$ cat src/rtl/u2h_pkg.sv
// ----------------------------------------------------------------------------
// u2h_pkg: shared types, constants and the entity name table
// Holds the code point item type, character constants and the named entity
// lookup that the back end uses to spell out HTML entities.
// ----------------------------------------------------------------------------
package u2h_pkg;

  localparam int unsigned CpW        = 21;
  localparam int unsigned QueueDepth = 4;
  localparam int unsigned NameBytes  = 6;

  localparam logic [7:0] ChAmp  = 8'h26;
  localparam logic [7:0] ChHash = 8'h23;
  localparam logic [7:0] ChSemi = 8'h3B;
  localparam logic [7:0] ChZero = 8'h30;

  // Entity codes: 0..95 are the Latin-1 block 160..255, the rest follow.
  localparam logic [6:0] EntQuot = 7'd96;
  localparam logic [6:0] EntLt   = 7'd97;
  localparam logic [6:0] EntGt   = 7'd98;
  localparam logic [6:0] EntAmp  = 7'd99;
  localparam logic [6:0] EntEuro = 7'd100;

  typedef struct packed {
    logic           valid;
    logic [CpW-1:0] cp;
  } cp_item_t;

  // Entity name, right-aligned, zero bytes above it.
  function automatic logic [8*NameBytes-1:0] ent_name(input logic [6:0] code);
    logic [8*NameBytes-1:0] s;
    case (code)
      7'd0:  s = "nbsp";   7'd1:  s = "iexcl";  7'd2:  s = "cent";   7'd3:  s = "pound";
      7'd4:  s = "curren"; 7'd5:  s = "yen";    7'd6:  s = "brvbar"; 7'd7:  s = "sect";
      7'd8:  s = "uml";    7'd9:  s = "copy";   7'd10: s = "ordf";   7'd11: s = "laquo";
      7'd12: s = "not";    7'd13: s = "shy";    7'd14: s = "reg";    7'd15: s = "macr";
      7'd16: s = "deg";    7'd17: s = "plusmn"; 7'd18: s = "sup2";   7'd19: s = "sup3";
      7'd20: s = "acute";  7'd21: s = "micro";  7'd22: s = "para";   7'd23: s = "middot";
      7'd24: s = "cedil";  7'd25: s = "sup1";   7'd26: s = "ordm";   7'd27: s = "raquo";
      7'd28: s = "frac14"; 7'd29: s = "frac12"; 7'd30: s = "frac34"; 7'd31: s = "iquest";
      7'd32: s = "Agrave"; 7'd33: s = "Aacute"; 7'd34: s = "Acirc";  7'd35: s = "Atilde";
      7'd36: s = "Auml";   7'd37: s = "Aring";  7'd38: s = "AElig";  7'd39: s = "Ccedil";
      7'd40: s = "Egrave"; 7'd41: s = "Eacute"; 7'd42: s = "Ecirc";  7'd43: s = "Euml";
      7'd44: s = "Igrave"; 7'd45: s = "Iacute"; 7'd46: s = "Icirc";  7'd47: s = "Iuml";
      7'd48: s = "ETH";    7'd49: s = "Ntilde"; 7'd50: s = "Ograve"; 7'd51: s = "Oacute";
      7'd52: s = "Ocirc";  7'd53: s = "Otilde"; 7'd54: s = "Ouml";   7'd55: s = "times";
      7'd56: s = "Oslash"; 7'd57: s = "Ugrave"; 7'd58: s = "Uacute"; 7'd59: s = "Ucirc";
      7'd60: s = "Uuml";   7'd61: s = "Yacute"; 7'd62: s = "THORN";  7'd63: s = "szlig";
      7'd64: s = "agrave"; 7'd65: s = "aacute"; 7'd66: s = "acirc";  7'd67: s = "atilde";
      7'd68: s = "auml";   7'd69: s = "aring";  7'd70: s = "aelig";  7'd71: s = "ccedil";
      7'd72: s = "egrave"; 7'd73: s = "eacute"; 7'd74: s = "ecirc";  7'd75: s = "euml";
      7'd76: s = "igrave"; 7'd77: s = "iacute"; 7'd78: s = "icirc";  7'd79: s = "iuml";
      7'd80: s = "eth";    7'd81: s = "ntilde"; 7'd82: s = "ograve"; 7'd83: s = "oacute";
      7'd84: s = "ocirc";  7'd85: s = "otilde"; 7'd86: s = "ouml";   7'd87: s = "divide";
      7'd88: s = "oslash"; 7'd89: s = "ugrave"; 7'd90: s = "uacute"; 7'd91: s = "ucirc";
      7'd92: s = "uuml";   7'd93: s = "yacute"; 7'd94: s = "thorn";  7'd95: s = "yuml";
      EntQuot: s = "quot";
      EntLt:   s = "lt";
      EntGt:   s = "gt";
      EntAmp:  s = "amp";
      EntEuro: s = "euro";
      default: s = "amp";
    endcase
    return s;
  endfunction

  // Number of characters in a name: every non-zero byte counts.
  function automatic logic [2:0] ent_len(input logic [8*NameBytes-1:0] s);
    logic [2:0] n;
    n = 3'd0;
    for (int i = 0; i < NameBytes; i++) begin
      if (s[8*i +: 8] != 8'h00) begin
        n = n + 3'd1;
      end
    end
    return n;
  endfunction

endpackage

$ cat src/rtl/u2h_fifo.sv
// ----------------------------------------------------------------------------
// u2h_fifo: code point queue
// A small queue that parts the decoder from the character generator.
// ----------------------------------------------------------------------------
module u2h_fifo #(
  parameter int unsigned Depth = u2h_pkg::QueueDepth
) (
  input  logic              clk_i,
  input  logic              rst_ni,
  input  u2h_pkg::cp_item_t push_i,
  input  logic              pop_i,
  output u2h_pkg::cp_item_t head_o,
  output logic              full_o
);

  localparam int unsigned PtrW = (Depth > 1) ? $clog2(Depth) : 1;
  localparam int unsigned CntW = $clog2(Depth + 1);

  logic [u2h_pkg::CpW-1:0] mem_q [Depth];
  logic [PtrW-1:0]         wr_q, rd_q;
  logic [CntW-1:0]         cnt_q;
  logic                    do_push, do_pop;

  assign full_o       = (cnt_q == CntW'(Depth));
  assign head_o.valid = (cnt_q != '0);
  assign head_o.cp    = mem_q[rd_q];
  assign do_push      = push_i.valid && !full_o;
  assign do_pop       = pop_i && head_o.valid;

  function automatic logic [PtrW-1:0] wrap_inc(input logic [PtrW-1:0] p);
    return (p == PtrW'(Depth - 1)) ? '0 : p + PtrW'(1);
  endfunction

  always_ff @(posedge clk_i) begin
    if (do_push) begin
      mem_q[wr_q] <= push_i.cp;
    end
  end

  always_ff @(posedge clk_i or negedge rst_ni) begin
    if (!rst_ni) begin
      wr_q  <= '0;
      rd_q  <= '0;
      cnt_q <= '0;
    end else begin
      if (do_push) begin
        wr_q <= wrap_inc(wr_q);
      end
      if (do_pop) begin
        rd_q <= wrap_inc(rd_q);
      end
      if (do_push && !do_pop) begin
        cnt_q <= cnt_q + CntW'(1);
      end else if (!do_push && do_pop) begin
        cnt_q <= cnt_q - CntW'(1);
      end
    end
  end

endmodule

$ cat config.mk
export PLATFORM = sky130hd
export DESIGN_NAME = u2h_fifo
export DESIGN_NICKNAME = d
export VERILOG_FILES = /design/src/rtl/u2h_pkg.sv /design/src/rtl/u2h_fifo.sv
export SDC_FILE = /design/constraint.sdc
export NUM_CORES = 1
export LEC_CHECK = 0
export BUFFER_PORTS_ARGS = -buffer_cell sky130_fd_sc_hd__buf_4
export CAP_MARGIN = 20
export CORE_ASPECT_RATIO = 1.1
export CORE_UTILIZATION = 45
export DETAILED_ROUTE_END_ITERATION = 12
export PLACE_DENSITY_LB_ADDON = 0.2
export RECOVER_POWER = 50
export SLEW_MARGIN = 30
export SYNTH_ARGS = -nofsm -noshare
export SYNTH_HDL_FRONTEND = slang
export SYNTH_SLANG_ARGS = --single-unit
$ cat constraint.sdc
create_clock -name clk_i -period 1.9 [get_ports clk_i]
set_input_delay 0.475 -clock clk_i [delete_from_list [all_inputs] [get_ports clk_i]]
set_output_delay 0.475 -clock clk_i [all_outputs]
set_load 0.005 [all_outputs]
## After elaboration in Yosys (flattened, before gate mapping)

Memory sizes are Yosys's and may differ from the RTL's.
Cells that the tools add are included.
Widths: inputs -> output; s select.

- Register bits after elaboration: 7
- Latch bits: 0
- Memory bits (writable): 84
- ROM bits: 0
- Input port bits: 25
- Output and inout bits: 23
- Word-level logic and storage cells: 26
- Memories: 1

- Add/sub/neg operators: 4
- $mul: 0
- Div/mod/pow operators: 0
- $lt $le $gt $ge: 0
- Eq/ne operators: 3
- Shifts and indexed selects: 0
- Multiplexer cells: 6
- Bitwise gates (word level): 0
- Reduce and logical (&&, ||, !) cells: 9

Memories:

| memory | words | width | rd ports | clocked after Yosys merged registers in | write ports | line | source |
|---|---|---|---|---|---|---|---|
| mem_q | 4 | 21 | 1 | 0 | 1 | u2h_fifo.sv:19 | `logic [u2h_pkg::CpW-1:0] mem_q [Depth];` |

Operators with widths:

| cell | count |
|---|---|
| $mux 3 | 2 |
| $add 2x1->2 const B | 2 |
| $eq 2x2->1 const B | 2 |
| $logic_and 1x1->1 | 4 |
| $mux 2 | 2 |
| $add 3x1->3 const B | 1 |
| $eq 3x3->1 const B | 1 |
| $logic_not 1->1 | 3 |
| $reduce_bool 3->1 | 1 |
| $sub 3x1->3 const B | 1 |
| $mux 1 | 2 |
| $reduce_bool 2->1 | 1 |

## Logic depth before layout (Yosys ltp)

- Depth after elaboration: 7
- Gate-level depth with buffers: 9
- Mapped depth without buffers: 8

## Least setup slack after synthesis

No wires, ideal clock.

- Path kind: register -> register
- Start point: register cnt_q[0]
- End point: register cnt_q[2]
- Setup time: 0.079 ns
- Data arrival time: 1.915 ns
- Data required time: 1.821 ns
- Slack: -0.094 ns
- Stages on the path, launching flop included: 9
- Buffers on the path: 0
- Period minus slack after synthesis: 1.994 ns
- Path through: dfrtp_1 -> or3_4 -> nand2_4 -> ha_1 -> inv_1 -> fa_1 -> xor2_1 -> nor2_1 -> xor2_1

RTL lines:

| element | line | source |
|---|---|---|
| start: declaration | u2h_fifo.sv:21 | `logic [CntW-1:0] cnt_q;` |
| start signal: assignment | u2h_fifo.sv:53 | `cnt_q <= cnt_q + CntW'(1);` |
| start signal: assignment | u2h_fifo.sv:55 | `cnt_q <= cnt_q - CntW'(1);` |

==> out/summary.txt <==
hpwl dp -> 3.675 mm
HP Start -> push_i[19]
critical path's slowest cell -> mux4_2
Power Total -> 6517 µW
Synthesized Nets -> 179
commonest non-fill, non-tap cell in the layout -> edfxtp_1
worst setup margin -> -212.7 ps
Die Wd -> 86.34 µm
f_max -> 473.3 MHz
max-slew violations -> 0
Critical R2R Launch -> cnt_q[1]$_DFFE_PN0P_
worst reg-to-reg path cell count -> 7
htree depth -> 3
cell area after synthesis -> 3521 µm²
commonest cells after routing, fill and taps aside -> edfxtp_1, buf_6, mux4_2, clkbuf_1, buf_4
sequential fraction of the synthesis area -> 76.62%
Worst Path Required -> 1420 ps
antenna violations before repair -> 0
failing checks -> setup timing
CP Max Fanout -> 8
antenna cells -> 0
CTS tree -> yes
status -> finished with violations
starting density of the core -> 46.85%
peak supply drop -> 957.7 µV
Netlist cell types -> 18
fraction of layout cells with a size suffix above 1 -> 42.92%
Mapped Avg Cell Area -> 23.95 µm²
Slew @ Worst Pin -> 574.0 ps
final WL -> 5.843 mm
Startpoint Class -> flop
Rel. slew slack -> 61.73%
Tcrit/Tclk final -> 111.2%
DIE AREA -> 8182 µm²
P per Cell Area -> 1522 nW/µm²
clk root buf -> clkbuf_8
# Max-Cap Violations -> 0
endpoints failing setup -> 23
I/O pins -> 48
drt wl/cell -> 18.03 µm
Die Ht -> 94.77 µm
setup_tns -> -3850 ps
DR vias -> 1626
hold slack -> 377.3 ps
Worst path most repeated cell -> buf_6
Final min period -> 2113 ps
grt total ovfl -> 0
#FFs+latches synth -> 91
RSZ-0062 raised after global routing -> true
Core Area -> 7515 µm²
number of global-route vias before repair -> 1742
area delta synth->final -> 21.64%
critical-path cell list -> buf_6 > mux4_2 > buf_6
DRT Pass-1 Iters -> 4
Final ANT Viol Nets -> 0
routability cong. -> 0.6377
Mapped Cells -> 147
DR iter-0 viols -> 67
CTS Buffer Depth -> 2
Post-layout nets -> 246
Hold Vio Cnt, Final -> 0
TritonCTS Buffers -> 9
port bufs -> 47
Place WS -> -6.235 ps
Hold Path Depth -> 1
CP Buf/Inv Count -> 2
CTS clock-pin slew for the worst setup and hold paths -> 90 ps
Setup CP Type -> flop to output port
worst hold endpoint -> mem_q[2][19]$_DFFE_PP_
worst stage delay on the critical path -> 550 ps
kind of cell adding the most delay to the critical path -> multiplexers
global-route wire length before repair -> 9.080 mm
pin count of the biggest net entering global routing -> 22
critical path data arrival time -> 1640 ps
Clock Latency Late Sink -> 360 ps
Vias/cell -> 5.019
Finished Core Util -> 56.99%
Worst R2R Setup Slack -> -20 ps
HP Class -> primary input to flop
Remaining DRCs -> 0
Synth Warn # -> 0
GR Util All Layers -> 15.93%
clock skew -> 7.742 ps
P_leak -> 0.001473 µW
endpoint class of the critical path -> output port
reg2reg end -> cnt_q[1]$_DFFE_PN0P_
Sink Count -> 91
row count -> 33
[cell usage after synthesis, drive strengths merged]
library cell	number	share of area, %
dfrtp	7	5.0
mux4	21	13
nor2b	1	0.25
edfxtp	84	72
nor3b	1	0.53
and2	4	0.85
buf	6	1.6
fa	1	0.57
ha	6	2.1
inv	3	0.32
xnor2	1	0.25
nor2	3	0.32
or3	1	0.32
mux2	5	2.0
nand2	1	0.32
xor2	2	0.50
[stage by stage]
stage          area [µm²]  cells
2_1_floorplan        3537    147
3_3_place_gp         4031    300
3_5_place_dp         4031    300
4_1_cts              4323    321
5_1_grt              4283    324
6_report             4283    324
[routing by layer]
metal,track usage [%],up-vias,wire (µm)
met1,18.29,844,2341
met2,27.78,41,3160
met4,8.750,0,133
met3,3.497,11,207
li1,-,730,-
met5,0,-,0
[cell families after synthesis]
| logic type | share of synthesized area [%] |
|---|---|
| xor+xnor | 0.7464 |
| fa+ha+maj | 2.701 |
| flops | 76.62 |
| simple gates | 2.594 |
| mux | 15.46 |
| buf+inv | 1.883 |
[timing repair]
item / CTS / global route
hold endpoints to repair: 7 / 0
gates resized for setup: 21 / 5
hold buffers: 1 / 0
cloned: 0 / 0
setup buffers: 4 / 3
pin swaps: 1 / 2
endpoints found under the setup margin: 22 / 86
[power breakdown]
part | switching [µW] | internal (µW) | total [µW]
clock network | 687 | 478 | 1170
logic | 1030 | 1510 | 2530
registers | 149 | 2670 | 2820
[layout make-up]
cell class	count	area [µm²]
Tap cell	105	131.4
Timing Repair Buffer	62	488.0
Multi-Input combinational cell	47	777.0
Fill cell	603	3232
Sequential cell	91	2699
Inverter	3	11.26
Clock buffer	9	123.9
Clock inverter	7	52.55
[sequential cells by signal, summed over array words and instances (netlist names)]
name	cells
mem_q	84
cnt_q	3
wr_q	2
rd_q	2
[how the worst max path moves through the flow]
stage / depth (start not counted) / to / from
2_1_floorplan: 8 / cnt_q[2]$_DFFE_PN0P_ / cnt_q[1]$_DFFE_PN0P_
3_3_place_gp: 8 / cnt_q[2]$_DFFE_PN0P_ / cnt_q[2]$_DFFE_PN0P_
3_5_place_dp: 8 / cnt_q[2]$_DFFE_PN0P_ / cnt_q[0]$_DFFE_PN0P_
4_1_cts: 3 / head_o[3] / rd_q[0]$_DFFE_PN0P_
5_1_grt: 3 / head_o[3] / rd_q[0]$_DFFE_PN0P_
6_report: 3 / head_o[3] / rd_q[0]$_DFFE_PN0P_
No activity file was read; power rests on OpenSTA's default activity.
