## src/rtl/u2h_pkg.sv

```systemverilog
// ----------------------------------------------------------------------------
// u2h_pkg: shared types, constants and the entity name table
// Holds the code point item type, character constants and the named entity
// lookup that the back end uses to spell out HTML entities.
// ----------------------------------------------------------------------------
package u2h_pkg;

  localparam int unsigned CpW        = 21;
  localparam int unsigned QueueDepth = 4;
  localparam int unsigned NameBytes  = 6;

  localparam logic [7:0] ChAmp  = 8'h26;
  localparam logic [7:0] ChHash = 8'h23;
  localparam logic [7:0] ChSemi = 8'h3B;
  localparam logic [7:0] ChZero = 8'h30;

  // Entity codes: 0..95 are the Latin-1 block 160..255, the rest follow.
  localparam logic [6:0] EntQuot = 7'd96;
  localparam logic [6:0] EntLt   = 7'd97;
  localparam logic [6:0] EntGt   = 7'd98;
  localparam logic [6:0] EntAmp  = 7'd99;
  localparam logic [6:0] EntEuro = 7'd100;

  typedef struct packed {
    logic           valid;
    logic [CpW-1:0] cp;
  } cp_item_t;

  // Entity name, right-aligned, zero bytes above it.
  function automatic logic [8*NameBytes-1:0] ent_name(input logic [6:0] code);
    logic [8*NameBytes-1:0] s;
    case (code)
      7'd0:  s = "nbsp";   7'd1:  s = "iexcl";  7'd2:  s = "cent";   7'd3:  s = "pound";
      7'd4:  s = "curren"; 7'd5:  s = "yen";    7'd6:  s = "brvbar"; 7'd7:  s = "sect";
      7'd8:  s = "uml";    7'd9:  s = "copy";   7'd10: s = "ordf";   7'd11: s = "laquo";
      7'd12: s = "not";    7'd13: s = "shy";    7'd14: s = "reg";    7'd15: s = "macr";
      7'd16: s = "deg";    7'd17: s = "plusmn"; 7'd18: s = "sup2";   7'd19: s = "sup3";
      7'd20: s = "acute";  7'd21: s = "micro";  7'd22: s = "para";   7'd23: s = "middot";
      7'd24: s = "cedil";  7'd25: s = "sup1";   7'd26: s = "ordm";   7'd27: s = "raquo";
      7'd28: s = "frac14"; 7'd29: s = "frac12"; 7'd30: s = "frac34"; 7'd31: s = "iquest";
      7'd32: s = "Agrave"; 7'd33: s = "Aacute"; 7'd34: s = "Acirc";  7'd35: s = "Atilde";
      7'd36: s = "Auml";   7'd37: s = "Aring";  7'd38: s = "AElig";  7'd39: s = "Ccedil";
      7'd40: s = "Egrave"; 7'd41: s = "Eacute"; 7'd42: s = "Ecirc";  7'd43: s = "Euml";
      7'd44: s = "Igrave"; 7'd45: s = "Iacute"; 7'd46: s = "Icirc";  7'd47: s = "Iuml";
      7'd48: s = "ETH";    7'd49: s = "Ntilde"; 7'd50: s = "Ograve"; 7'd51: s = "Oacute";
      7'd52: s = "Ocirc";  7'd53: s = "Otilde"; 7'd54: s = "Ouml";   7'd55: s = "times";
      7'd56: s = "Oslash"; 7'd57: s = "Ugrave"; 7'd58: s = "Uacute"; 7'd59: s = "Ucirc";
      7'd60: s = "Uuml";   7'd61: s = "Yacute"; 7'd62: s = "THORN";  7'd63: s = "szlig";
      7'd64: s = "agrave"; 7'd65: s = "aacute"; 7'd66: s = "acirc";  7'd67: s = "atilde";
      7'd68: s = "auml";   7'd69: s = "aring";  7'd70: s = "aelig";  7'd71: s = "ccedil";
      7'd72: s = "egrave"; 7'd73: s = "eacute"; 7'd74: s = "ecirc";  7'd75: s = "euml";
      7'd76: s = "igrave"; 7'd77: s = "iacute"; 7'd78: s = "icirc";  7'd79: s = "iuml";
      7'd80: s = "eth";    7'd81: s = "ntilde"; 7'd82: s = "ograve"; 7'd83: s = "oacute";
      7'd84: s = "ocirc";  7'd85: s = "otilde"; 7'd86: s = "ouml";   7'd87: s = "divide";
      7'd88: s = "oslash"; 7'd89: s = "ugrave"; 7'd90: s = "uacute"; 7'd91: s = "ucirc";
      7'd92: s = "uuml";   7'd93: s = "yacute"; 7'd94: s = "thorn";  7'd95: s = "yuml";
      EntQuot: s = "quot";
      EntLt:   s = "lt";
      EntGt:   s = "gt";
      EntAmp:  s = "amp";
      EntEuro: s = "euro";
      default: s = "amp";
    endcase
    return s;
  endfunction

  // Number of characters in a name: every non-zero byte counts.
  function automatic logic [2:0] ent_len(input logic [8*NameBytes-1:0] s);
    logic [2:0] n;
    n = 3'd0;
    for (int i = 0; i < NameBytes; i++) begin
      if (s[8*i +: 8] != 8'h00) begin
        n = n + 3'd1;
      end
    end
    return n;
  endfunction

endpackage

```

## src/rtl/u2h_front.sv

```systemverilog
// ----------------------------------------------------------------------------
// u2h_front: UTF-8 sequence decoder
// Takes bytes, gathers multi-byte sequences and pushes finished code points.
// ----------------------------------------------------------------------------
module u2h_front (
  input  logic                 clk_i,
  input  logic                 rst_ni,
  input  logic                 accept_i,
  input  logic [7:0]           in_byte_i,
  output u2h_pkg::cp_item_t    push_o
);

  logic [u2h_pkg::CpW-1:0] accum_q, accum_d;
  logic [1:0]              pend_q, pend_d;

  always_comb begin
    accum_d      = accum_q;
    pend_d       = pend_q;
    push_o.valid = 1'b0;
    push_o.cp    = accum_q;
    if (accept_i) begin
      if (pend_q != 2'd0) begin
        accum_d      = {accum_q[u2h_pkg::CpW-7:0], in_byte_i[5:0]};
        pend_d       = pend_q - 2'd1;
        push_o.valid = (pend_q == 2'd1);
        push_o.cp    = accum_d;
      end else if (in_byte_i[7:3] == 5'b11110) begin
        accum_d = {{(u2h_pkg::CpW-3){1'b0}}, in_byte_i[2:0]};
        pend_d  = 2'd3;
      end else if (in_byte_i[7:4] == 4'b1110) begin
        accum_d = {{(u2h_pkg::CpW-4){1'b0}}, in_byte_i[3:0]};
        pend_d  = 2'd2;
      end else if (in_byte_i[7:5] == 3'b110) begin
        accum_d = {{(u2h_pkg::CpW-5){1'b0}}, in_byte_i[4:0]};
        pend_d  = 2'd1;
      end else if (!in_byte_i[7]) begin
        accum_d      = {{(u2h_pkg::CpW-8){1'b0}}, in_byte_i};
        push_o.valid = 1'b1;
        push_o.cp    = accum_d;
      end
    end
  end

  always_ff @(posedge clk_i or negedge rst_ni) begin
    if (!rst_ni) begin
      accum_q <= '0;
      pend_q  <= 2'd0;
    end else begin
      accum_q <= accum_d;
      pend_q  <= pend_d;
    end
  end

endmodule

```

## config.mk

```make
export PLATFORM = sky130hd
export DESIGN_NAME = u2h_front
export DESIGN_NICKNAME = d
export VERILOG_FILES = /design/src/rtl/u2h_pkg.sv /design/src/rtl/u2h_front.sv
export SDC_FILE = /design/constraint.sdc
export NUM_CORES = 1
export LEC_CHECK = 0
export BUFFER_PORTS_ARGS = -buffer_cell sky130_fd_sc_hd__buf_4
export CAP_MARGIN = 10
export CORE_MARGIN = 1
export CORE_UTILIZATION = 45
export DETAILED_ROUTE_END_ITERATION = 10
export PLACE_DENSITY = 0.74
export REMOVE_ABC_BUFFERS = 1
export SETUP_SLACK_MARGIN = 0.2
export SLEW_MARGIN = 15
export SYNTH_ARGS = -nofsm -noshare
export SYNTH_HDL_FRONTEND = slang
export SYNTH_SLANG_ARGS = --single-unit
```

## constraint.sdc

```tcl
create_clock -name clk_i -period 1.5 [get_ports clk_i]
set_input_delay 0.3 -clock clk_i [delete_from_list [all_inputs] [get_ports clk_i]]
set_output_delay 0.3 -clock clk_i [all_outputs]
set_load 0.03 [all_outputs]
```

# Word level (Yosys, flattened, before mapping)
# Cells that the tools add are included.
[classes]
add_sub_neg = 1
n_eq_ne = 5
mux = 15
reduce_logical = 4
[op_table]
columns = ["cell", "n"]
rows = [
  ["22-bit two-way mux", 6],
  ["21-bit two-way mux", 5],
  ["2-bit two-way mux", 4],
  ["5-bit == test (second input constant)", 1],
  ["5-bit by 1-bit inequality test with 1-bit output (second input constant)", 1],
  ["4-bit == test (second input constant)", 1],
  ["2-bit AND reduction", 2],
  ["4-bit nonzero test", 1],
  ["3-bit == test (second input constant)", 1],
  ["2-bit by 1-bit == test with 1-bit output (second input constant)", 1],
  ["2-bit nonzero test", 1],
  ["2-bit by 1-bit subtractor with 2-bit output (second input constant)", 1],
]
[totals]
regBits = 23
out_inout_bits = 22

# Longest topological paths before layout
# Gate-level depths: netlist (run 1).
[depth]
ltp_word = 6
mapped_depth = 6
ltp_nobuf = 4

# Worst setup path after synthesis (run 1)
# No wires, ideal clock.
[synth_timing]
kind = "reg-to-output"
start = "register pend_q[0]"
end = "output port push_o[13] (netlist name)"
t_arrival_ps = 1486
required_time_ps = 1200
path_slack_ps = -286
stages_incl_launch_ff = 5
n_path_buf = 1
cell_sequence = "dfrtp_1 > or3b_4 > nand2_2 > buf_4 > a22o_1"
[synth_lines]
columns = ["element", "line_no", "source"]
rows = [
  ["start: declaration", "u2h_front.sv:14", "logic [1:0] pend_q, pend_d;"],
  ["start signal: assignment", "u2h_front.sv:50", "pend_q <= pend_d;"],
  ["end: declaration", "u2h_front.sv:10", "output u2h_pkg::cp_item_t push_o"],
]

==> impl_results.md, run 1 <==
- Total design power: 1.87 mW
- Data arrival time of the critical path: 1780 ps
- Vias per cell: 5.79
- Pin count of the biggest net entering global routing: 28
- First-pass DRT Iterations: 4
- Fraction of power consumed by the clock network: 15.9%
- Wirelength, routed: 3.16 mm
- Post-synth design cell area: 0.00116 mm^2
- Number of design-rule violations left by the first detailed-router iteration: 21
- P_sw: 672 uW
- Post-route setup slack: -575 ps
- Via count: 1,048
- Proportion of power drawn by flip-flops and latches: 40.8%
- Area taken by multi-input logic gates: 627 um^2
- Post-synth top area share: 49.4%
- Initial standard-cell utilization of the core: 47.5%
- Overall die height: 52.9 um
- CP Max Fanout: 10
- Syn_area_per_cell: 12.1 um^2
- Synthesized netlist cell count: 96
- Switching share of power: 36.0%
- Width of the die: 52.9 um
- Synth Register Bits: 23
- Startpoint kind of the worst setup timing path: flip-flop
- Remaining global-route overflow: 0
- Worst slack at placement: -406 ps
- Area of the core: 0.00245 mm^2
- Cell count after placement: 165
- Root Driver: sky130_fd_sc_hd__clkbuf_4
- Clock H-tree levels: 1
- Layout Area Growth over Synthesis: 53.8%
- Register area share after synthesis: 49.4%
- Setup repair after global routing missed its margin: true
- DP Wirelength: 1.74 mm
- Internal Power: 1.20 mW
- Cell breakdown of the critical path: or3b_4 -> nand2_8 -> buf_8 -> a22o_1 -> buf_6
- Wire length of the first global-routing pass: 4.68 mm
- Number of global-route vias before repair: 957
- Yosys cell types: 24
- Final worst hold slack: 214 ps
- Required time reported for the critical path endpoint: 1200 ps
- Ports: 33
- Kind of critical path: flip-flop to primary output
- CP max-delay cell: sky130_fd_sc_hd__or3b_4
- DRC viols: 0
- P_leak: 0.885 nW
- Leading post-synthesis cells by cell area: sky130_fd_sc_hd__dfrtp_1, sky130_fd_sc_hd__a22o_1, sky130_fd_sc_hd__mux2_2
- Final GP Congestion: 0.848
- IO Port Bufs: 32
- Overall routing resource usage: 23.0%
- Floorplan die area: 0.00280 mm^2
- Sequential cell area: 576 um^2
- Type of destination of the critical path: primary output
- Period utilisation layout: 138%
- Inserted Clock Buffers: 3
- Net count reported at finish: 163
- Std cell rows: 18
- Comb power frac: 43.3%
- Clock tree from TritonCTS: done
- Number of sinks on the clock net: 23
- Total negative setup slack: -14,880 ps
- Actual transition at the worst max-transition pin: 355 ps
- Filler-free cell count of the finished design: 181
- Clock slew at reported path FFs: 140 ps
- Final Setup Violations: 38
- Antenna-violating nets left: 0
- Delay of the slowest cell on the worst path: 470 ps
- Worst clock skew: 9.07 ps
- Count of maximum capacitance violations: 0
- Worst IR Drop VDD: 0.936 mV
- Fin area: 0.00179 mm^2
- Detail-routed net length per standard cell: 17.5 um
- Yosys warning total: 0
- Cell area after placement: 0.00150 mm^2
- Result of the run: finished, violations left
- Filler Cell Count: 163
- Final period demand of the worst path: 2080 ps
- Worst min-delay path category: primary input to flip-flop
- Maximum clock insertion buffer count: 2
- Antenna violations before repair: 0
- Max Clock Freq: 482 MHz
- Final count of pins violating max slew: 0
- Count of antenna diodes in the layout: 0
- Clock insertion delay at the later pin of the skew report: 320 ps
- Ratio of cells with drive above 1 in the final layout: 51.0%
- Total count of hold-check failures in the final report: 0
- Failing checks: negative setup slack
- Post-layout utilization of the core: 73.0%
- Worst slew margin: 76.3%
- Cell taking the most area after synthesis: sky130_fd_sc_hd__dfrtp_1
- Ratio of total power to cell area: 1040 mW/mm^2
layout by cell type, fill, tap and decap left out, types with 2 or more instances in the layout:
cell type                  synthesis  layout
sky130_fd_sc_hd__a21o_1            2       2
sky130_fd_sc_hd__a22o_1           22      22
sky130_fd_sc_hd__a32o_1            7       6
sky130_fd_sc_hd__buf_4             3      27
sky130_fd_sc_hd__buf_6             1      26
sky130_fd_sc_hd__clkbuf_4          0       3
sky130_fd_sc_hd__dfrtp_1          23      23
sky130_fd_sc_hd__mux2_2           10       2
sky130_fd_sc_hd__mux2_4            0       8
sky130_fd_sc_hd__nand2_1           5       5
sky130_fd_sc_hd__nor2_4            0       3
sky130_fd_sc_hd__o21ai_0           6       5
Yosys cell counts, drive strengths merged:
cell,count
a21oi,2
buf,5
a22oi,1
a22o,22
o21ai,6
a21o,2
mux2,10
or3b,1
clkbuf,1
a32o,7
nand3b,1
dfrtp,23
nand4,1
nand2b,1
nand3,1
nor2,3
nand2,6
mux2i,1
and2,1
inv,1
critical path, delay by kind of cell, from the launching register on:
kind	cells	cell delay [ps]
compound gates	1	190
buf+inv	2	280
flops	1	410
simple gates	2	590
path summary, 6_finish.rpt:
kind                                               from                       to  slack, ps  depth (start not counted)
worst max-delay path              pend_q[0]$_DFFE_PN0P_               push_o[20]       -580                          5
worst min-delay path                       in_byte_i[1]   accum_q[1]$_DFFE_PN0P_        210                          2
worst max register to register    pend_q[0]$_DFFE_PN0P_   accum_q[2]$_DFFE_PN0P_       -300                          5
worst min register to register  accum_q[19]$_DFFE_PN0P_  accum_q[19]$_DFFE_PN0P_        550                          1
max in group asynchronous                        rst_ni   accum_q[5]$_DFFE_PN0P_        870                          2
min in group asynchronous                        rst_ni  accum_q[16]$_DFFE_PN0P_        400                          2
registers in the layout, summed over array words and instances, names as in the netlist:
signal	cells
accum_q	21
pend_q	2
power by group through the flow:
stage	Clock, mW	Sequential, mW	Combinational (mW)
CTS	0.302	0.756	0.762
floorplan	0	0.752	0.376
detailed placement	0	0.768	0.616
global placement	0	0.763	0.605
finish	0.298	0.761	0.808
global route	0.325	0.770	0.850
kinds of logic (layout without fill, tap and decap cells):
kind of cell,count (synthesis),in the layout,share of synthesized area (%)
compound gates,40,40,29.1
buf+inv,7,60,3.97
flops,23,23,49.4
mux,11,11,10.5
simple gates,15,17,6.98
final cells by class:
class	count	share of cell area (%)
clock inverters	1	0.279
flip-flops and latches	23	32.1
clock buffers	3	1.26
multi-input cells	68	35.0
inverters	1	0.209
well taps	30	2.09
repair buffers	55	29.1
layer usage:
metal / track usage (%) / wire (um) / vias to the layer above
met2: 39.7 / 1650 / 27
li1: - / - / 491
met4: 4.82 / 14 / 0
met1: 30.5 / 1400 / 528
met5: 0 / 0 / -
met3: 3.16 / 97 / 2
repair_timing:
item	CTS	global route
hold buffers	1	0
gates resized for setup	39	6
endpoints found under the hold margin	23	0
cloned	1	1
setup buffers	6	3
setup endpoints to repair	43	44
pin swaps	5	7
Note: power is estimated with default switching activity, not from simulation.
==> run 2, diff against run 1 <==
--- a/config.mk
+++ b/config.mk
@@ -7,10 +7,10 @@
 export LEC_CHECK = 0
 export BUFFER_PORTS_ARGS = -buffer_cell sky130_fd_sc_hd__buf_4
 export CAP_MARGIN = 10
-export CORE_MARGIN = 1
-export CORE_UTILIZATION = 45
+export CORE_MARGIN = 4
+export CORE_UTILIZATION = 30
 export DETAILED_ROUTE_END_ITERATION = 10
-export PLACE_DENSITY = 0.74
+export PLACE_DENSITY = 0.54
 export REMOVE_ABC_BUFFERS = 1
 export SETUP_SLACK_MARGIN = 0.2
 export SLEW_MARGIN = 15
==> constraint.sdc (replaced) <==
create_clock -name clk_i -period 1.9 [get_ports clk_i]
set_input_delay 0.38 -clock clk_i [delete_from_list [all_inputs] [get_ports clk_i]]
set_output_delay 0.38 -clock clk_i [all_outputs]
set_load 0.03 [all_outputs]
==> impl_results.md, run 2 (same netlist as run 1, synthesis figures left out) <==
- Result of the run: finished, violations left (unchanged)
- Failing checks: negative hold slack, negative setup slack (was negative setup slack)
- Worst slew margin: 59.3% (was 76.3%)
- Number of global-route vias before repair: 1,029 (was 957)
- Most common cell after layout, fill and taps aside: sky130_fd_sc_hd__buf_6 (was sky130_fd_sc_hd__buf_4)
- Antenna violations before repair: 0 (unchanged)
- Floorplan die area: 0.00494 mm^2 (was 0.00280 mm^2)
- Number of sinks on the clock net: 23 (unchanged)
- Actual transition at the worst max-transition pin: 609 ps (was 355 ps)
- Worst clock skew: 4.59 ps (was 9.07 ps)
- Final GP Congestion: 0.778 (was 0.848)
- Data arrival time of the critical path: 1710 ps (was 1780 ps)
- Cell area after placement: 0.00151 mm^2 (was 0.00150 mm^2)
- Initial standard-cell utilization of the core: 31.3% (was 47.5%)
- Ratio of total power to cell area: 851 mW/mm^2 (was 1040 mW/mm^2)
- DP Wirelength: 1.90 mm (was 1.74 mm)
- Post-route setup slack: -190 ps (was -575 ps)
- Count of maximum capacitance violations: 0 (unchanged)
- CP Max Fanout: 5 (was 10)
- Antenna-violating nets left: 0 (unchanged)
- Via count: 998 (was 1,048)
- Number of flip-flops under the largest register name: 21 (unchanged)
- DRC viols: 0 (unchanged)
- Filler Cell Count: 376 (was 163)
- Type of destination of the critical path: primary output (unchanged)
- Worst min-delay path category: primary input to async pin (was primary input to flip-flop)
- Overall die height: 70.3 um (was 52.9 um)
- Kind of critical path: flip-flop to primary output (unchanged)
- Maximum clock insertion buffer count: 2 (unchanged)
- Area of the core: 0.00372 mm^2 (was 0.00245 mm^2)
- Layout Area Growth over Synthesis: 52.5% (was 53.8%)
- IO Port Bufs: 32 (unchanged)
- Vias per cell: 5.20 (was 5.79)
- Worst IR Drop VDD: 0.341 mV (was 0.936 mV)
- Remaining global-route overflow: 0 (unchanged)
- Wirelength, routed: 2.93 mm (was 3.16 mm)
- Pin count of the biggest net entering global routing: 29 (was 28)
- Clock tree from TritonCTS: done (unchanged)
- Number of design-rule violations left by the first detailed-router iteration: 34 (was 21)
- Required time reported for the critical path endpoint: 1520 ps (was 1200 ps)
- Clock H-tree levels: 1 (unchanged)
- Wire length of the first global-routing pass: 5.05 mm (was 4.68 mm)
- Final worst hold slack: -9.56 ps (was 214 ps)
- Final Setup Violations: 23 (was 38)
- Final period demand of the worst path: 2090 ps
- Total count of hold-check failures in the final report: 19 (was 0)
- Clock insertion delay at the later pin of the skew report: 270 ps (was 320 ps)
- Detail-routed net length per standard cell: 15.3 um (was 17.5 um)
- Startpoint kind of the worst setup timing path: flip-flop (unchanged)
- Inserted Clock Buffers: 3 (unchanged)
- Largest registers in the final layout: accum_q: 21 flops, pend_q: 2 flops (unchanged)
- Width of the die: 70.3 um (was 52.9 um)
- Register ranked first by flip-flop count: accum_q (unchanged)
- Std cell rows: 22 (was 18)
- Net count reported at finish: 156 (was 163)
- P_leak: 0.846 nW (was 0.885 nW)
- Overall routing resource usage: 12.6% (was 23.0%)
- Ratio of cells with drive above 1 in the final layout: 47.9% (was 51.0%)
- Max Clock Freq: 478 MHz
- Fin area: 0.00178 mm^2 (was 0.00179 mm^2)
- Final count of pins violating max slew: 0 (unchanged)
- Count of antenna diodes in the layout: 0 (unchanged)
- # hold bufs at CTS: 0 (was 1)
- Ports: 33 (unchanged)
- Period utilisation layout: 110%
- Most frequent cells in the layout: sky130_fd_sc_hd__buf_6, sky130_fd_sc_hd__dfrtp_1, sky130_fd_sc_hd__a22o_1 (was sky130_fd_sc_hd__buf_4, sky130_fd_sc_hd__buf_6, sky130_fd_sc_hd__dfrtp_1)
- Setup repair after global routing missed its margin: true (unchanged)
- Clock slew at reported path FFs: 90 ps (was 140 ps)
- Root Driver: sky130_fd_sc_hd__clkbuf_8 (was sky130_fd_sc_hd__clkbuf_4)
- First-pass DRT Iterations: 4 (unchanged)
-- run 2: changes by cell type in the layout (fill, tap and decap cells not counted), moves of 3 or more --
cell and delta:
sky130_fd_sc_hd__buf_4 -8, sky130_fd_sc_hd__buf_6 +3, sky130_fd_sc_hd__clkbuf_4 -3, sky130_fd_sc_hd__clkbuf_8 +3
-- run 2: where the power goes --
| group | leakage [nW] | switching [mW] | internal (mW) |
|---|---|---|---|
| clock | 0.0255 | 0.168 | 0.147 |
| combinational | 0.517 | 0.300 | 0.301 |
| sequential | 0.304 | 0.0517 | 0.544 |
-- run 2: worst max-delay path: stages, from the launching register on --
cell and delay, ps:
sky130_fd_sc_hd__dfrtp_1 400, sky130_fd_sc_hd__or3b_4 480, sky130_fd_sc_hd__nand2_8 120, sky130_fd_sc_hd__mux2_4 310, sky130_fd_sc_hd__buf_6 140
-- run 2: path summary, 6_finish.rpt --
| kind | startpoint | to | slack, ps | cells past startpoint |
|---|---|---|---|---|
| min | rst_ni | accum_q[16]$_DFFE_PN0P_ | -10 | 1 |
| max | pend_q[0]$_DFFE_PN0P_ | push_o[0] | -190 | 4 |
| max in group asynchronous | rst_ni | accum_q[18]$_DFFE_PN0P_ | 1680 | 1 |
| min reg2reg | accum_q[15]$_DFFE_PN0P_ | accum_q[15]$_DFFE_PN0P_ | 530 | 1 |
| max reg2reg | pend_q[0]$_DFFE_PN0P_ | accum_q[3]$_DFFE_PN0P_ | 0 | 6 |
| min in group clk_i | in_byte_i[1] | accum_q[1]$_DFFE_PN0P_ | 350 | 2 |
-- run 2: per-layer routing --
layer  vias up  part of all wire [%]  global-route usage [%]
met4         0                   2.4                    5.53
li1        477                     -                       -
met5         -                     0                       0
met2        22                    47                    20.5
met3         6                   3.2                    1.87
met1       493                    47                    16.4
-- run 2: stage by stage --
stage	TNS (ps)	worst slack [ps]	cells	utilization, %	power (mW)
after floorplan	-669	-92.3	90	-	0.890
after global placement	-3520	-206	181	40.5	1.08
after detailed placement	-3530	-212	181	40.5	1.09
after CTS	-3980	-206	191	46.9	1.51
after global routing	-5320	-257	192	47.8	1.59
final	-3420	-190	192	47.8	1.51
-- run 2: final cells by class --
class	instances	area, um^2	area share [%]
clock buffer	3	41.3	2.32
inverter	1	3.75	0.211
multi-input combinational	67	607	34.2
clock inverter	1	5.00	0.282
sequential	23	576	32.4
tap	48	60.1	3.38
timing repair buffer	49	484	27.3
-- run 2: what timing repair did --
item	4_1_cts	5_1_grt
endpoints found under the setup margin	31	37
cloned	1	0
setup buffers	5	1
pin swaps	11	5
gates resized for setup	36	6
==> run 3, diff against run 2 <==
--- a/config.mk
+++ b/config.mk
@@ -8,9 +8,9 @@
 export BUFFER_PORTS_ARGS = -buffer_cell sky130_fd_sc_hd__buf_4
 export CAP_MARGIN = 10
 export CORE_MARGIN = 4
-export CORE_UTILIZATION = 30
+export CORE_UTILIZATION = 45
 export DETAILED_ROUTE_END_ITERATION = 10
-export PLACE_DENSITY = 0.54
+export PLACE_DENSITY = 0.74
 export REMOVE_ABC_BUFFERS = 1
 export SETUP_SLACK_MARGIN = 0.2
 export SLEW_MARGIN = 15
==> impl_results.md, run 3 (same netlist as run 1, synthesis figures left out) <==
- Width of the die: 58.9 um (was 70.3 um)
- Number of global-route vias before repair: 1,075 (was 1,029)
- Maximum clock insertion buffer count: 2 (unchanged)
- Std cell rows: 18 (was 22)
- Type of destination of the critical path: primary output (unchanged)
- Setup repair after global routing missed its margin: true (unchanged)
- Total design power: 1.50 mW (was 1.51 mW)
- First-pass DRT Iterations: 4 (unchanged)
- Count of maximum capacitance violations: 0 (unchanged)
- Antenna-violating nets left: 0 (unchanged)
- Overall die height: 58.9 um (was 70.3 um)
- Clock tree from TritonCTS: done (unchanged)
- Final period demand of the worst path: 2220 ps (was 2090 ps)
- Post-layout utilization of the core: 73.9% (was 47.8%)
- Worst clock skew: 5.20 ps (was 4.59 ps)
- P_leak: 0.893 nW (was 0.846 nW)
- Post-route setup slack: -323 ps (was -190 ps)
- Register ranked first by flip-flop count: accum_q (unchanged)
- Required time reported for the critical path endpoint: 1520 ps (about the same)
- Largest registers in the final layout: accum_q: 21 flops, pend_q: 2 flops (unchanged)
- Wirelength, routed: 3.47 mm (was 2.93 mm)
- Worst IR Drop VDD: 0.560 mV (was 0.341 mV)
- Ratio of cells with drive above 1 in the final layout: 50.3% (was 47.9%)
- Wire length of the first global-routing pass: 5.16 mm (was 5.05 mm)
- Count of antenna diodes in the layout: 0 (unchanged)
- Number of sinks on the clock net: 23 (unchanged)
- CP Max Fanout: 5 (unchanged)
- Worst min-delay path category: primary input to flip-flop (was primary input to async pin)
- Pin count of the biggest net entering global routing: 29 (unchanged)
- Detail-routed net length per standard cell: 19.1 um (was 15.3 um)
- Final GP Congestion: 0.791 (was 0.778)
- Root Driver: sky130_fd_sc_hd__clkbuf_4 (was sky130_fd_sc_hd__clkbuf_8)
- Remaining global-route overflow: 0 (unchanged)
- Clock insertion delay at the later pin of the skew report: 320 ps (was 270 ps)
- Overall routing resource usage: 19.3% (was 12.6%)
- Kind of critical path: flip-flop to primary output (unchanged)
- Via count: 1,081 (was 998)
- Number of design-rule violations left by the first detailed-router iteration: 30 (was 34)
- Inserted Clock Buffers: 3 (unchanged)
- Actual transition at the worst max-transition pin: 572 ps (was 609 ps)
- Clock H-tree levels: 1 (unchanged)
- Area of the core: 0.00248 mm^2 (was 0.00372 mm^2)
- Initial standard-cell utilization of the core: 47.0% (was 31.3%)
- Data arrival time of the critical path: 1840 ps (was 1710 ps)
- DRC viols: 0 (unchanged)
- Most common cell after layout, fill and taps aside: sky130_fd_sc_hd__buf_6 (unchanged)
- Vias per cell: 5.97 (was 5.20)
- Final count of pins violating max slew: 0 (unchanged)
- Antenna violations before repair: 0 (unchanged)
- Net count reported at finish: 163 (was 156)
- IO Port Bufs: 32 (unchanged)
- Ratio of total power to cell area: 820 mW/mm^2 (was 851 mW/mm^2)
- Number of flip-flops under the largest register name: 21 (unchanged)
- Period utilisation layout: 117% (was 110%)
- DP Wirelength: 1.89 mm (was 1.90 mm)
- Final Setup Violations: 37 (was 23)
- Layout Area Growth over Synthesis: 57.3% (was 52.5%)
- Most frequent cells in the layout: sky130_fd_sc_hd__buf_6, sky130_fd_sc_hd__dfrtp_1, sky130_fd_sc_hd__buf_4 (was sky130_fd_sc_hd__buf_6, sky130_fd_sc_hd__dfrtp_1, sky130_fd_sc_hd__a22o_1)
- Total count of hold-check failures in the final report: 0 (was 19)
- Floorplan die area: 0.00347 mm^2 (was 0.00494 mm^2)
- Result of the run: finished, violations left (unchanged)
- Clock slew at reported path FFs: 140 ps (was 90 ps)
- Ports: 33 (unchanged)
- Startpoint kind of the worst setup timing path: flip-flop (unchanged)
- Worst slew margin: 61.8% (was 59.3%)
- Failing checks: negative setup slack (was negative hold slack, negative setup slack)
- Max Clock Freq: 450 MHz (was 478 MHz)
run 3: cell types whose count changed in the layout (fill, tap and decap cells not counted), moves of 2 or more:
| cell | change |
|---|---|
| sky130_fd_sc_hd__buf_4 | +4 |
| sky130_fd_sc_hd__clkbuf_4 | +3 |
| sky130_fd_sc_hd__clkbuf_8 | -3 |
| sky130_fd_sc_hd__mux2_2 | -2 |
| sky130_fd_sc_hd__mux2_4 | +2 |
run 3: per-layer routing:
| layer | track usage [%] | up-vias | part of all wire, % |
|---|---|---|---|
| met3 | 2.19 | 2 | 5.9 |
| met5 | 0 | - | 0 |
| met4 | 6.47 | 0 | 0.49 |
| li1 | - | 490 | - |
| met2 | 31.2 | 45 | 54 |
| met1 | 26.9 | 544 | 40 |
run 3: timing repair:
action	in CTS	in global routing
pin swaps	6	17
setup buffers	6	2
gates resized for setup	37	9
endpoints found under the hold margin	23	0
setup endpoints to repair	26	37
hold buffers	1	0
gates cloned	1	2
run 3: worst paths after layout:
path | cells past startpoint | start | endpoint | slack [ps]
worst max register to register | 8 | pend_q[0]$_DFFE_PN0P_ | accum_q[0]$_DFFE_PN0P_ | -310
worst min register to register | 1 | accum_q[19]$_DFFE_PN0P_ | accum_q[19]$_DFFE_PN0P_ | 550
max in group asynchronous | 2 | rst_ni | accum_q[0]$_DFFE_PN0P_ | 1210
worst min-delay path | 2 | in_byte_i[1] | accum_q[1]$_DFFE_PN0P_ | 290
worst max-delay path | 4 | pend_q[0]$_DFFE_PN0P_ | push_o[5] | -320
min in group asynchronous | 2 | rst_ni | accum_q[17]$_DFFE_PN0P_ | 470
run 3: layout make-up:
cell class	count	area, um^2
Sequential cell	23	576
Clock buffer	3	22.5
Tap cell	30	37.5
Clock inverter	1	5.00
Multi-Input combinational cell	68	629
Inverter	1	3.75
Fill cell	158	646
Timing Repair Buffer	55	558
run 3: where the power goes:
part	internal, mW	switching [mW]
logic	0.335	0.325
registers	0.544	0.0576
clock network	0.0788	0.162
total	0.958	0.544
run 3: metrics by stage:
stage	hold WS [ps]	instances	setup slack, ps	setup TNS, ps	cell area, um^2
floorplan	84.4	90	-92.3	-669	1120
finish	290	181	-323	-9400	1830
global placement	292	165	-176	-2940	1500
CTS	301	177	-255	-5370	1750
global route	284	181	-363	-11280	1830
detailed placement	290	165	-171	-2740	1500
run 3: critical path, stage by stage, from the launching register on:
cell	delay (ps)
sky130_fd_sc_hd__dfrtp_1	450
sky130_fd_sc_hd__or3b_4	490
sky130_fd_sc_hd__nand2_8	130
sky130_fd_sc_hd__mux2_4	320
sky130_fd_sc_hd__buf_6	140
